`config.mk`:
```
export PLATFORM = sky130hd
export DESIGN_NAME = branch_target_predictor
export DESIGN_NICKNAME = d
export VERILOG_FILES = /design/src/rtl/btp_pkg.sv /design/src/rtl/branch_target_predictor.sv
export SDC_FILE = /design/constraint.sdc
export NUM_CORES = 1
export LEC_CHECK = 0
export BUFFER_PORTS_ARGS = -buffer_cell sky130_fd_sc_hd__buf_4
export CAP_MARGIN = 5
export CORE_MARGIN = 5
export CORE_UTILIZATION = 45
export CTS_CLUSTER_DIAMETER = 100
export DETAILED_ROUTE_END_ITERATION = 6
export GPL_ROUTABILITY_DRIVEN = 1
export PLACE_DENSITY = 0.6
export SYNTH_ARGS = -nofsm -noshare
export SYNTH_HDL_FRONTEND = slang
export SYNTH_SLANG_ARGS = --single-unit
export TNS_END_PERCENT = 100
```
`constraint.sdc`:
```
create_clock -name i_clk -period 11.5 [get_ports i_clk]
set_clock_uncertainty 0.2 [all_clocks]
set_input_delay 1.15 -clock i_clk [delete_from_list [all_inputs] [get_ports i_clk]]
set_output_delay 1.15 -clock i_clk [all_outputs]
set_load 0.02 [all_outputs]
```
`src/rtl/btp_pkg.sv`:
```
// Package for the branch target predictor: counter and address constants,
// command and branch-kind codes, and the zero-compare condition function.
// No dependencies.
package btp_pkg;

    // Table geometry and address width
    localparam int unsigned BTP_ENTRIES_DEF = 16;
    localparam int unsigned PC_W            = 32;
    localparam int unsigned CTR_W           = 3;
    localparam int unsigned KIND_W          = 3;

    // Saturating counter levels
    localparam logic [CTR_W-1:0] CTR_RESET = 3'd3;
    localparam logic [CTR_W-1:0] CTR_MAX   = 3'd7;
    localparam logic [CTR_W-1:0] CTR_TAKEN = 3'd4;
    localparam logic [CTR_W-1:0] CTR_MIN   = 3'd0;
    localparam logic [CTR_W-1:0] CTR_STEP  = 3'd1;

    // Target store reset value and sequential fetch step
    localparam logic [PC_W-1:0] TGT_RESET = '1;
    localparam logic [PC_W-1:0] PC_STEP   = 32'd4;

    typedef enum logic {
        CMD_PREDICT = 1'b0,
        CMD_RESOLVE = 1'b1
    } t_cmd;

    typedef enum logic [KIND_W-1:0] {
        KIND_EQZ = 3'd0,
        KIND_GEZ = 3'd1,
        KIND_LEZ = 3'd2,
        KIND_GTZ = 3'd3,
        KIND_LTZ = 3'd4
    } t_kind;

    // Condition outcome: known kind, and whether the condition held
    typedef struct packed {
        logic known;
        logic holds;
    } t_cond;

    // Evaluate a zero-compare branch condition on a signed value
    function automatic t_cond cond_eval(logic [KIND_W-1:0] kind,
                                        logic signed [PC_W-1:0] value);
        t_cond res;
        logic  neg;
        logic  zero;
        neg  = value[PC_W-1];
        zero = (value == '0);
        res  = '{known: 1'b1, holds: 1'b0};
        case (kind)
            KIND_EQZ: res.holds = zero;
            KIND_GEZ: res.holds = !neg;
            KIND_LEZ: res.holds = neg || zero;
            KIND_GTZ: res.holds = !neg && !zero;
            KIND_LTZ: res.holds = neg;
            default:  res       = '{known: 1'b0, holds: 1'b0};
        endcase
        return res;
    endfunction

endpackage

```
`src/rtl/branch_target_predictor.sv`:
```
// Branch target predictor top level: slot pipeline, counter and target memories,
// training logic and result register.
// Depends on btp_pkg.
//
// Usage:
//   Input channel (i_in_valid / o_in_ready) carries one transaction per item: a
//   predict at fetch (i_cmd = 0) or a resolve of a branch outcome (i_cmd = 1).
//   Output channel (o_out_valid / i_out_ready) returns exactly one result
//   transaction per item, in order.
//   One item is accepted every cycle while o_in_ready is high. The slot is
//   (pc >> 2) mod ENTRIES, taken by a constant reciprocal multiply in stage
//   2; the counter and target memories are read with a registered port in
//   stage 3 and written as the item leaves it.
//   A write to the slot being read in the same cycle is forwarded.
//   After reset a clearing pass sets every counter to 3 and every target to
//   all ones; o_in_ready stays low until it completes.
//   When the receiver stalls, the whole pipeline holds; after the clearing
//   pass, o_in_ready drops only while a result waits and i_out_ready is low.
module branch_target_predictor
    import btp_pkg::*;
#(
    parameter int unsigned ENTRIES = BTP_ENTRIES_DEF
) (
    input  logic                   i_clk,
    input  logic                   i_rst_n,
    input  logic                   i_in_valid,
    output logic                   o_in_ready,
    input  logic                   i_cmd,
    input  logic [PC_W-1:0]        i_pc,
    input  logic                   i_is_branch,
    input  logic [KIND_W-1:0]      i_branch_kind,
    input  logic signed [PC_W-1:0] i_test_value,
    input  logic [PC_W-1:0]        i_branch_target,
    output logic                   o_out_valid,
    input  logic                   i_out_ready,
    output logic [PC_W-1:0]        o_next_fetch_pc,
    output logic                   o_predicted_taken,
    output logic                   o_actual_taken,
    output logic                   o_mispredict,
    output logic [PC_W-1:0]        o_redirect_pc
);

    // Slot arithmetic: exact floor division of the word address by ENTRIES
    localparam int unsigned IDX_W   = $clog2(ENTRIES);
    localparam int unsigned WORD_W  = PC_W - 2;
    localparam int unsigned RCP_W   = WORD_W + 1;
    localparam int unsigned PROD_W  = WORD_W + RCP_W;
    localparam int unsigned SHIFT   = WORD_W + IDX_W;
    localparam logic [63:0] RCP_FULL =
        ((64'd1 << SHIFT) + 64'(ENTRIES) - 64'd1) / 64'(ENTRIES);
    localparam logic [RCP_W-1:0] RECIP     = RCP_FULL[RCP_W-1:0];
    localparam logic [IDX_W-1:0] ENT_LOW   = IDX_W'(ENTRIES);
    localparam logic [IDX_W-1:0] LAST_SLOT = IDX_W'(ENTRIES - 1);

    // Pipeline advance and clearing state
    logic             w_adv;
    logic             r_clr_active;
    logic [IDX_W-1:0] r_clr_idx;

    // Stage 1: captured transaction
    logic                   r_v1;
    logic                   r_s1_cmd;
    logic [PC_W-1:0]        r_s1_pc;
    logic                   r_s1_isb;
    logic [KIND_W-1:0]      r_s1_kind;
    logic signed [PC_W-1:0] r_s1_tval;
    logic [PC_W-1:0]        r_s1_tgt;

    // Stage 2: reciprocal product
    logic                   r_v2;
    logic                   r_s2_cmd;
    logic [PC_W-1:0]        r_s2_pc;
    logic                   r_s2_isb;
    logic [KIND_W-1:0]      r_s2_kind;
    logic signed [PC_W-1:0] r_s2_tval;
    logic [PC_W-1:0]        r_s2_tgt;
    logic [PROD_W-1:0]      r_s2_prod;
    logic [IDX_W-1:0]       w_q_low;
    logic [IDX_W-1:0]       w_s2_slot;

    // Stage 3: slot and memory read data
    logic                   r_v3;
    logic                   r_s3_cmd;
    logic [PC_W-1:0]        r_s3_pc;
    logic                   r_s3_isb;
    logic [KIND_W-1:0]      r_s3_kind;
    logic signed [PC_W-1:0] r_s3_tval;
    logic [PC_W-1:0]        r_s3_tgt;
    logic [IDX_W-1:0]       r_s3_slot;
    logic [CTR_W-1:0]       r_s3_ctr;
    logic [PC_W-1:0]        r_s3_stored;

    // Memories
    logic [CTR_W-1:0] mem_ctr [ENTRIES];
    logic [PC_W-1:0]  mem_tgt [ENTRIES];

    // Training and write port
    logic             w_strong;
    t_cond            w_cond;
    logic [PC_W-1:0]  w_seq;
    logic [CTR_W-1:0] w_ctr_new;
    logic             w_train;
    logic             w_ctr_we;
    logic             w_tgt_we;
    logic [IDX_W-1:0] w_waddr;
    logic [CTR_W-1:0] w_ctr_wdata;
    logic [PC_W-1:0]  w_tgt_wdata;

    // Output register
    logic             r_out_valid;
    logic [PC_W-1:0]  r_next_fetch_pc;
    logic             r_predicted_taken;
    logic             r_actual_taken;
    logic             r_mispredict;
    logic [PC_W-1:0]  r_redirect_pc;
    logic [PC_W-1:0]  n_next_fetch_pc;
    logic             n_predicted_taken;
    logic             n_actual_taken;
    logic             n_mispredict;
    logic [PC_W-1:0]  n_redirect_pc;

    // Advance the whole pipeline unless a result waits on a stalled receiver
    assign w_adv      = !r_out_valid || i_out_ready;
    assign o_in_ready = w_adv && !r_clr_active;

    // Hold valid flags and sweep the memories after reset
    always_ff @(posedge i_clk) begin
        if (!i_rst_n) begin
            r_v1         <= 1'b0;
            r_v2         <= 1'b0;
            r_v3         <= 1'b0;
            r_out_valid  <= 1'b0;
            r_clr_active <= 1'b1;
            r_clr_idx    <= '0;
        end else begin
            if (w_adv) begin
                r_v1        <= i_in_valid && !r_clr_active;
                r_v2        <= r_v1;
                r_v3        <= r_v2;
                r_out_valid <= r_v3;
            end
            if (r_clr_active) begin
                r_clr_idx <= r_clr_idx + IDX_W'(1);
                if (r_clr_idx == LAST_SLOT) begin
                    r_clr_active <= 1'b0;
                end
            end
        end
    end

    // Advance payload through stages 1, 2 and 3
    always_ff @(posedge i_clk) begin
        if (w_adv) begin
            r_s1_cmd  <= i_cmd;
            r_s1_pc   <= i_pc;
            r_s1_isb  <= i_is_branch;
            r_s1_kind <= i_branch_kind;
            r_s1_tval <= i_test_value;
            r_s1_tgt  <= i_branch_target;

            r_s2_cmd  <= r_s1_cmd;
            r_s2_pc   <= r_s1_pc;
            r_s2_isb  <= r_s1_isb;
            r_s2_kind <= r_s1_kind;
            r_s2_tval <= r_s1_tval;
            r_s2_tgt  <= r_s1_tgt;
            r_s2_prod <= {{(PROD_W-WORD_W){1'b0}}, r_s1_pc[PC_W-1:2]}
                       * {{(PROD_W-RCP_W){1'b0}}, RECIP};

            r_s3_cmd  <= r_s2_cmd;
            r_s3_pc   <= r_s2_pc;
            r_s3_isb  <= r_s2_isb;
            r_s3_kind <= r_s2_kind;
            r_s3_tval <= r_s2_tval;
            r_s3_tgt  <= r_s2_tgt;
            r_s3_slot <= w_s2_slot;
        end
    end

    // Remainder from the low quotient bits: it is below 2^IDX_W, so low bits suffice
    assign w_q_low   = r_s2_prod[SHIFT +: IDX_W];
    assign w_s2_slot = r_s2_pc[IDX_W+1:2] - IDX_W'(w_q_low * ENT_LOW);

    // Train the entry of a resolved branch with a known condition
    always_comb begin
        w_seq    = r_s3_pc + PC_STEP;
        w_strong = (r_s3_ctr >= CTR_TAKEN);
        w_cond   = cond_eval(r_s3_kind, r_s3_tval);
        if (w_cond.holds) begin
            w_ctr_new = (r_s3_ctr < CTR_MAX) ? r_s3_ctr + CTR_STEP : r_s3_ctr;
        end else begin
            w_ctr_new = (r_s3_ctr != CTR_MIN) ? r_s3_ctr - CTR_STEP : r_s3_ctr;
        end
        w_train = w_adv && r_v3 && (r_s3_cmd == CMD_RESOLVE) && w_cond.known;
    end

    // Select the write port source: clearing pass or training
    always_comb begin
        if (r_clr_active) begin
            w_waddr     = r_clr_idx;
            w_ctr_we    = 1'b1;
            w_tgt_we    = 1'b1;
            w_ctr_wdata = CTR_RESET;
            w_tgt_wdata = TGT_RESET;
        end else begin
            w_waddr     = r_s3_slot;
            w_ctr_we    = w_train;
            w_tgt_we    = w_train && !w_strong;
            w_ctr_wdata = w_ctr_new;
            w_tgt_wdata = r_s3_tgt;
        end
    end

    // Write the memories and capture read data, forwarding a same-slot write
    always_ff @(posedge i_clk) begin
        if (w_ctr_we) begin
            mem_ctr[w_waddr] <= w_ctr_wdata;
        end
        if (w_tgt_we) begin
            mem_tgt[w_waddr] <= w_tgt_wdata;
        end
        if (w_adv) begin
            r_s3_ctr    <= (w_ctr_we && (w_waddr == w_s2_slot)) ? w_ctr_wdata
                                                                : mem_ctr[w_s2_slot];
            r_s3_stored <= (w_tgt_we && (w_waddr == w_s2_slot)) ? w_tgt_wdata
                                                                : mem_tgt[w_s2_slot];
        end
    end

    // Form the result of the item in stage 3
    always_comb begin
        n_next_fetch_pc   = '0;
        n_predicted_taken = 1'b0;
        n_actual_taken    = 1'b0;
        n_mispredict      = 1'b0;
        n_redirect_pc     = '0;
        unique case (r_s3_cmd)
            CMD_PREDICT: begin
                n_predicted_taken = r_s3_isb && w_strong;
                n_next_fetch_pc   = (r_s3_isb && w_strong) ? r_s3_stored : w_seq;
            end
            CMD_RESOLVE: begin
                n_predicted_taken = w_strong;
                n_actual_taken    = w_cond.holds;
                n_mispredict      = w_cond.known && (w_cond.holds != w_strong);
                n_redirect_pc     = w_cond.holds ? r_s3_tgt : w_seq;
            end
        endcase
    end

    // Hold the result until the receiver takes it
    always_ff @(posedge i_clk) begin
        if (w_adv) begin
            r_next_fetch_pc   <= n_next_fetch_pc;
            r_predicted_taken <= n_predicted_taken;
            r_actual_taken    <= n_actual_taken;
            r_mispredict      <= n_mispredict;
            r_redirect_pc     <= n_redirect_pc;
        end
    end

    assign o_out_valid       = r_out_valid;
    assign o_next_fetch_pc   = r_next_fetch_pc;
    assign o_predicted_taken = r_predicted_taken;
    assign o_actual_taken    = r_actual_taken;
    assign o_mispredict      = r_mispredict;
    assign o_redirect_pc     = r_redirect_pc;

    // A mispredict always means the outcome disagreed with the counter
    a_miss_disagrees: assert property (@(posedge i_clk) disable iff (!i_rst_n)
        o_out_valid && o_mispredict |-> o_actual_taken != o_predicted_taken)
        else $error("mispredict flagged while outcome matched prediction");

    // A taken resolve carries no fetch pc
    a_resolve_no_fetch: assert property (@(posedge i_clk) disable iff (!i_rst_n)
        o_out_valid && o_actual_taken |-> o_next_fetch_pc == '0)
        else $error("resolve result carries a fetch pc");

    // The computed slot stays inside the table
    a_slot_range: assert property (@(posedge i_clk) disable iff (!i_rst_n)
        r_v2 |-> 32'(w_s2_slot) < ENTRIES)
        else $error("slot index beyond table size");

    // No item reaches the memory stage while the clearing pass runs
    a_clear_empty: assert property (@(posedge i_clk) disable iff (!i_rst_n)
        r_clr_active |=> !r_v3)
        else $error("item in flight during clearing pass");

endmodule

```
==> impl_metrics.py, run 1 <==
metrics = {
    "logic_synthesis": {
        "avgSynthCellArea_um2": 21.97,
        "ys_seq_area_share_pct": 80.25,
        "ys_warn_count": 0,
        "synth-main-ff-cell": "edfxtp_1",
        "syn-instance-count": 1654,
        "netlist_area_mm2": 0.03633,
        "ys_types": 52,
        "yosysTopAreaCellShare_pct": 79.76,
        "synth_edf_count": 965,
        "ys_ff_latch": 974,
        "yosysMostFrequentCell": "edfxtp_1",
        "yosys-top-cells-count": "edfxtp_1, mux4_2, nor2_1",
        "synthArstFlopShare_pct": 0,
        "synthTopCellsByArea": "edfxtp_1, mux4_2, mux2_4",
        "synth_top_cell_by_area": "edfxtp_1",
        "syn_nets": 1766,
    },
    "floorplan": {
        "coreArea_mm2": 0.08029,
        "rows": 104,
        "initial_utilization_pct": 45.25,
        "io_pins": 174,
        "die_area_mm2": 0.08652,
        "die_width_um": 294.1,
        "die_h_um": 294.1,
    },
    "timing": {
        "fmax_mhz": 237.6,
        "fin_crit_ns": 4.208,
        "fin_crit_sh_pct": 36.59,
        "timing.slew.headroom_pct": 18.79,
        "setup_violations": 0,
        "setup_tns_ns": 0,
        "maxSlewViolCount": 0,
        "rsz0062_at_grt": "false",
        "hold_viol": 0,
        "timing.final.ws_setup_ns": 7.292,
        "worst_pin_slew_ns": 1.218,
    },
    "critical_path": {
        "crit_path_end_kind": "flop",
        "crit_type": "primary input to flop",
        "crit_fanout": 49,
        "max_stage_delay_ns": 0.59,
        "path_delay_family": "buffers and inverters",
        "crit_top_cell": "buf_4",
        "path_cells": "buf_4 -> nor2b_1 -> clkinvlp_4 -> buf_4 -> nand2_1 -> o21ai_0 -> and2_1 -> nand2_1 -> nor2_4 -> buf_4",
        "required_ns": 11.58,
        "path_buf_inv": 4,
        "cp_slowest_cell": "buf_4",
        "arrival_ns": 4.29,
        "crit_path_start_kind": "primary input",
    },
    "clocking": {
        "cts_tree": "yes",
        "ctsHoldBuffers": 0,
        "cts-root-buf": "clkbuf_16",
        "postCtsSetupRepairBufs": 0,
        "post_cts_resized": 0,
        "cts_max_level": 3,
        "cts_inserted_buffers": 97,
        "clk_latency_ns": 0.65,
        "clock_path_buffers": 3,
        "cts.sink_count": 974,
        "clkTransAtPathRegs_ns": 0.06,
    },
    "routing": {
        "ant_nets": 0,
        "drcViolationCount": 0,
        "vias_per_cell": 5.526,
        "num_vias": 16710,
        "first_pass_iters": 5,
        "wl_mm": 79.92,
        "routedWlPerCell_um": 26.43,
        "drt_iter0_drc": 1456,
    },
    "placed_design": {
        "globalplace.congestion": 0.8325,
        "io_buffers": 173,
        "dpl.cell_count": 2847,
        "place.detailed.hpwl_mm": 48.71,
        "dp_slack_ns": 6.601,
        "placed_cell_area_mm2": 0.03900,
    },
    "pwr": {
        "ir_drop_uv": 130.3,
        "totalPowerFinal_mw": 7.294,
        "p_leak_nw": 11.96,
        "p_per_area_mw_per_mm2": 173.5,
    },
    "global_routing": {
        "grt_pass1_vias": 17208,
        "grt_max_degree": 197,
        "antenna_found_initial": 1,
        "grt_pass1_wl_mm": 116.7,
        "grtUsageTotal_pct": 18.40,
        "grt.overflow.total": 0,
    },
    "final_layout": {
        "multiInputGateArea_mm2": 0.006922,
        "largest_reg_flops": 512,
        "max_flop_register": "mem_tgt",
        "drive_gt1_share_pct": 30.30,
        "reg_top3": "mem_tgt: 512 flops, mem_ctr: 48 flops",
        "antenna_cells": 0,
        "postLayoutCellArea_mm2": 0.04205,
        "syn2layout_area_growth_pct": 15.72,
        "fillers": 6152,
        "final_nets": 1998,
        "stdcell_count": 3024,
        "regArea_mm2": 0.02916,
    },
    "run_status": {
        "status": "finished clean",
    },
    "min_path": {
        "hp-class": "flop to flop",
    },
    "run": {
        "drv_cap": 0,
    },
}
[through the flow]
stage / hold slack (ns) / utilization [%]
detailed placement: 0.2045 / 48.57
finish: 0.2148 / 52.37
CTS: 0.2132 / 52.37
floorplan: 0.2003 / -
global placement: 0.2003 / 48.57
global route: 0.2219 / 52.37
[worst paths after layout]
| path | start | cells after the start | endpoint | slack (ns) |
|---|---|---|---|---|
| worst min-delay path | r_s1_tval[2] | 0 | r_s2_tval[2] | 0.21 |
| worst max-delay path | i_out_ready | 10 | mem_tgt[4][4] | 7.29 |
| worst max register to register | o_out_valid | 9 | mem_tgt[4][4] | 7.47 |
| worst min register to register | r_s1_tval[2] | 0 | r_s2_tval[2] | 0.21 |
[cell type report]
| class | count | area share (%) |
|---|---|---|
| multi-input cells | 601 | 16.46 |
| clock buffers | 124 | 6.014 |
| well taps | 1060 | 3.154 |
| clock inverters | 53 | 1.235 |
| flip-flops and latches | 974 | 69.35 |
| inverters | 8 | 0.08035 |
| repair buffers | 204 | 3.702 |
[cells in the final DEF, fill, tap and decap left out, drive strengths merged, types with 2 or more instances in the layout]
| cell type | n |
|---|---|
| a32o | 10 |
| clkinvlp | 3 |
| or2 | 33 |
| ha | 7 |
| inv | 9 |
| dfxtp | 9 |
| nand4 | 13 |
| mux2 | 37 |
| nand3 | 32 |
| o31ai | 2 |
| and2 | 8 |
| nor2 | 94 |
| nor3 | 5 |
| a211oi | 40 |
| buf | 204 |
| xnor2 | 17 |
| mux4 | 174 |
| a21oi | 13 |
| a21boi | 3 |
| and4 | 4 |
| mux2i | 7 |
| and3 | 3 |
| clkinv | 42 |
| xor2 | 21 |
| a41oi | 2 |
| nor4 | 9 |
| nor2b | 4 |
| nand2 | 45 |
| clkbuf | 124 |
| o21ai | 9 |
| bufinv | 7 |
| edfxtp | 965 |
[layer usage]
| metal | share of wire [%] | vias to the layer above | routed length (µm) | track usage [%] |
|---|---|---|---|---|
| met5 | 0 | - | 0 | 0 |
| met1 | 42 | 8833 | 33410 | 25.33 |
| met4 | 2.6 | 0 | 2044 | 5.409 |
| li1 | - | 7291 | - | - |
| met2 | 51 | 469 | 40430 | 30.91 |
| met3 | 5.1 | 117 | 4039 | 2.830 |
[power by group]
part           internal [mW]  leakage, nW  switching [mW]
combinational          0.102         2.88           0.177
sequential              3.96         7.61          0.0355
clock                   1.72         1.47            1.30
[worst reg2reg max path, cell delays in order, from the launching register on]
cell        delay (ns)
dfxtp_1           0.31
nor2b_1           0.21
clkinvlp_4        0.25
buf_4             0.59
nand2_1           0.12
o21ai_0           0.39
and2_1            0.22
nand2_1           0.37
nor2_4            0.51
buf_4             0.48
[logic make-up after synthesis]
group	count (synthesis)	synth area share, %
buffers and inverters	79	1.033
adder cells (fa/ha/maj)	7	0.2411
flip-flops	974	80.25
AND/OR/NAND/NOR	252	3.361
XOR/XNOR	38	0.9160
multiplexers	218	12.44
AO/OA/AOI/OAI	86	1.760
(Power assumes the default switching activity.)
==> run 2, diff against run 1 <==
Settings changed: ABC_AREA set to 1, PLACE_DENSITY 0.6 to 0.57.
Clock period 11.5 ns to 4.3 ns, I/O delays scaled along.
==> impl_metrics.py, run 2 <==
metrics = {
    "critical_path": {
        "path_cells": "nor2_1 -> nand2_1 -> nor2_1 -> nand2_1 -> o21ai_1 -> nand2_1 -> nand3_2 -> clkinv_1 -> nor2_1 -> nor2_1",
        "max_stage_delay_ns": 0.69,
        "arrival_ns": 3.47,
        "required_ns": 4.50,
        "cp_slowest_cell": "clkinv_1",
        "crit_path_start_kind": "flop",
        "crit_top_cell": "nor2_1",
        "rrSetupSlack_ns": 1.04,
        "crit_type": "flop to flop",
        "crit_path_end_kind": "flop",
        "crit_fanout": 17,
    },
    "clocking": {
        "cts.sink_count": 974,
        "cts-root-buf": "clkbuf_16",
        "cts_inserted_buffers": 99,
        "clock_path_buffers": 3,
        "postCtsSetupRepairBufs": 0,
        "cts_tree": "yes",
        "cts_max_level": 3,
        "clkTransAtPathRegs_ns": 0.06,
        "post_cts_resized": 0,
        "clk_latency_ns": 0.66,
    },
    "pwr": {
        "p_int_mw": 16.17,
        "switching_share_pct": 21.64,
        "p_seq_share_pct": 52.3,
        "p_clk_share_pct": 41.8,
        "ir_drop_uv": 328.9,
        "p_switching_mw": 4.468,
        "p_leak_nw": 13.84,
        "combPwrFrac_pct": 5.9,
        "p_per_area_mw_per_mm2": 465.6,
        "totalPowerFinal_mw": 20.64,
    },
    "logic_synthesis": {
        "yosys-top-cells-count": "edfxtp_1, nor2_1, o21ai_0",
        "syn-instance-count": 2666,
        "synth-main-ff-cell": "edfxtp_1",
        "ys_ff_latch": 974,
        "syn_nets": 2778,
        "netlist_area_mm2": 0.03732,
        "synthTopCellsByArea": "edfxtp_1, nor2_1, o21ai_0",
        "yosysTopAreaCellShare_pct": 77.65,
        "ys_warn_count": 0,
        "synth_top_cell_by_area": "edfxtp_1",
        "ys_types": 40,
        "avgSynthCellArea_um2": 14.00,
        "ys_seq_area_share_pct": 78.13,
        "synth_edf_count": 965,
        "synthArstFlopShare_pct": 0,
        "yosysMostFrequentCell": "edfxtp_1",
    },
    "global_routing": {
        "grt_pass1_vias": 22373,
        "grt_max_degree": 160,
        "grt.overflow.total": 0,
        "grt_pass1_wl_mm": 137.8,
        "antenna_found_initial": 0,
        "grtUsageTotal_pct": 20.20,
    },
    "timing": {
        "fmax_mhz": 306.5,
        "setup_violations": 0,
        "timing.final.ws_setup_ns": 1.037,
        "hold_viol": 0,
        "fin_crit_ns": 3.263,
        "timing.slew.headroom_pct": 34.25,
        "worst_pin_slew_ns": 0.9825,
        "fin_crit_sh_pct": 75.89,
        "maxSlewViolCount": 0,
        "setup_tns_ns": 0,
        "rsz0062_at_grt": "false",
    },
    "placed_design": {
        "globalplace.congestion": 0.9036,
        "io_buffers": 173,
        "dp_slack_ns": 1.013,
        "placed_cell_area_mm2": 0.04002,
        "dpl.cell_count": 3820,
        "place.detailed.hpwl_mm": 52.30,
    },
    "final_layout": {
        "multiInputGateArea_mm2": 0.007207,
        "final_common_cell": "edfxtp_1",
        "largest_reg_flops": 512,
        "antenna_cells": 0,
        "stdcell_count": 4101,
        "regArea_mm2": 0.02916,
        "drive_gt1_share_pct": 15.80,
        "syn2layout_area_growth_pct": 18.80,
        "postLayoutCellArea_mm2": 0.04434,
        "reg_top3": "mem_tgt: 512 flops, mem_ctr: 48 flops",
        "max_flop_register": "mem_tgt",
        "final_nets": 3068,
        "final_cell_mix": "edfxtp_1, nor2_1, o21ai_0",
        "fillers": 6627,
    },
    "floorplan": {
        "die_h_um": 298.0,
        "initial_utilization_pct": 45.45,
        "io_pins": 174,
        "die_width_um": 298.0,
        "rows": 105,
        "coreArea_mm2": 0.08211,
        "die_area_mm2": 0.08880,
    },
    "routing": {
        "drcViolationCount": 0,
        "num_vias": 22383,
        "routedWlPerCell_um": 22.37,
        "wl_mm": 91.73,
        "first_pass_iters": 5,
        "ant_nets": 0,
        "vias_per_cell": 5.458,
        "drt_iter0_drc": 2135,
    },
    "run": {
        "drv_cap": 0,
    },
    "min_path": {
        "hp-class": "flop to flop",
    },
    "run_status": {
        "status": "finished clean",
    },
}
-- run 2: cell types whose count changed in the layout (fill, tap and decap cells not counted), sizes merged, moves of 23 or more --
cell         delta
mux4          -174
nor3           +27
buf            +23
a211oi         -39
mux2           -37
o21ai         +414
o211ai         +32
nand2         +138
or2            -24
inv           +108
nor2          +422
o22ai         +108
o221ai         +35
dlygate4sd3   +105
-- run 2: final timing paths --
check	start	to	cells after the start
max	r_s3_tval[1]	o_redirect_pc[0]	10
max reg2reg	r_s3_tval[1]	o_redirect_pc[0]	10
min	r_s2_tgt[27]	r_s3_tgt[27]	0
min reg2reg	r_s2_tgt[27]	r_s3_tgt[27]	0
-- run 2: routing by layer --
metal / routed length [µm] / global-route usage, % / share of wire [%] / up-vias
met2: 46580 / 34.97 / 51 / 630
met4: 2687 / 6.107 / 2.9 / 0
met1: 37640 / 26.70 / 41 / 11244
li1: - / - / - / 10353
met5: 0 / 0 / 0 / -
met3: 4822 / 2.956 / 5.3 / 156
-- run 2: what timing repair did --
item	in CTS	in global routing
hold buffers	105	0
endpoints found under the setup margin	0	0
endpoints found under the hold margin	110	0
-- run 2: cell type report --
class | instances | share of cell area, %
tap | 1070 | 3.019
inverter | 115 | 0.9990
multi-input combinational | 1434 | 16.25
clock buffer | 124 | 5.940
clock inverter | 52 | 1.434
sequential | 974 | 65.77
timing repair buffer | 332 | 6.581
-- run 2: through the flow --
stage | utilization [%] | hold slack, ns
6_report | 54.00 | 0.2143
5_1_grt | 54.00 | 0.2210
4_1_cts | 54.00 | 0.2146
3_5_place_dp | 48.74 | 0.2045
3_3_place_gp | 48.74 | 0.2007
2_1_floorplan | - | 0.2003
-- run 2: cell families after synthesis --
group	synth area share, %
adder cells (fa/ha/maj)	0.2347
AND/OR/NAND/NOR	8.519
XOR/XNOR	0.7275
buffers and inverters	2.813
flip-flops	78.13
AO/OA/AOI/OAI	9.578
-- run 2: power groups by stage --
stage | Combinational (mW) | Clock (mW) | Sequential (mW)
6_report | 1.21 | 8.63 | 10.8
5_1_grt | 1.31 | 9.21 | 10.8
4_1_cts | 1.22 | 8.79 | 10.8
3_5_place_dp | 1.14 | 0 | 11.0
3_3_place_gp | 1.11 | 0 | 11.0
2_1_floorplan | 0.575 | 0 | 11.0
-- run 2: critical path, delay by kind of cell (launching register included) --
| kind | cells | cell delay (ns) |
|---|---|---|
| buffers and inverters | 1 | 0.69 |
| DFF | 1 | 0.36 |
| AOI/OAI and AO/OA | 1 | 0.15 |
| and+or+nand+nor | 8 | 1.61 |
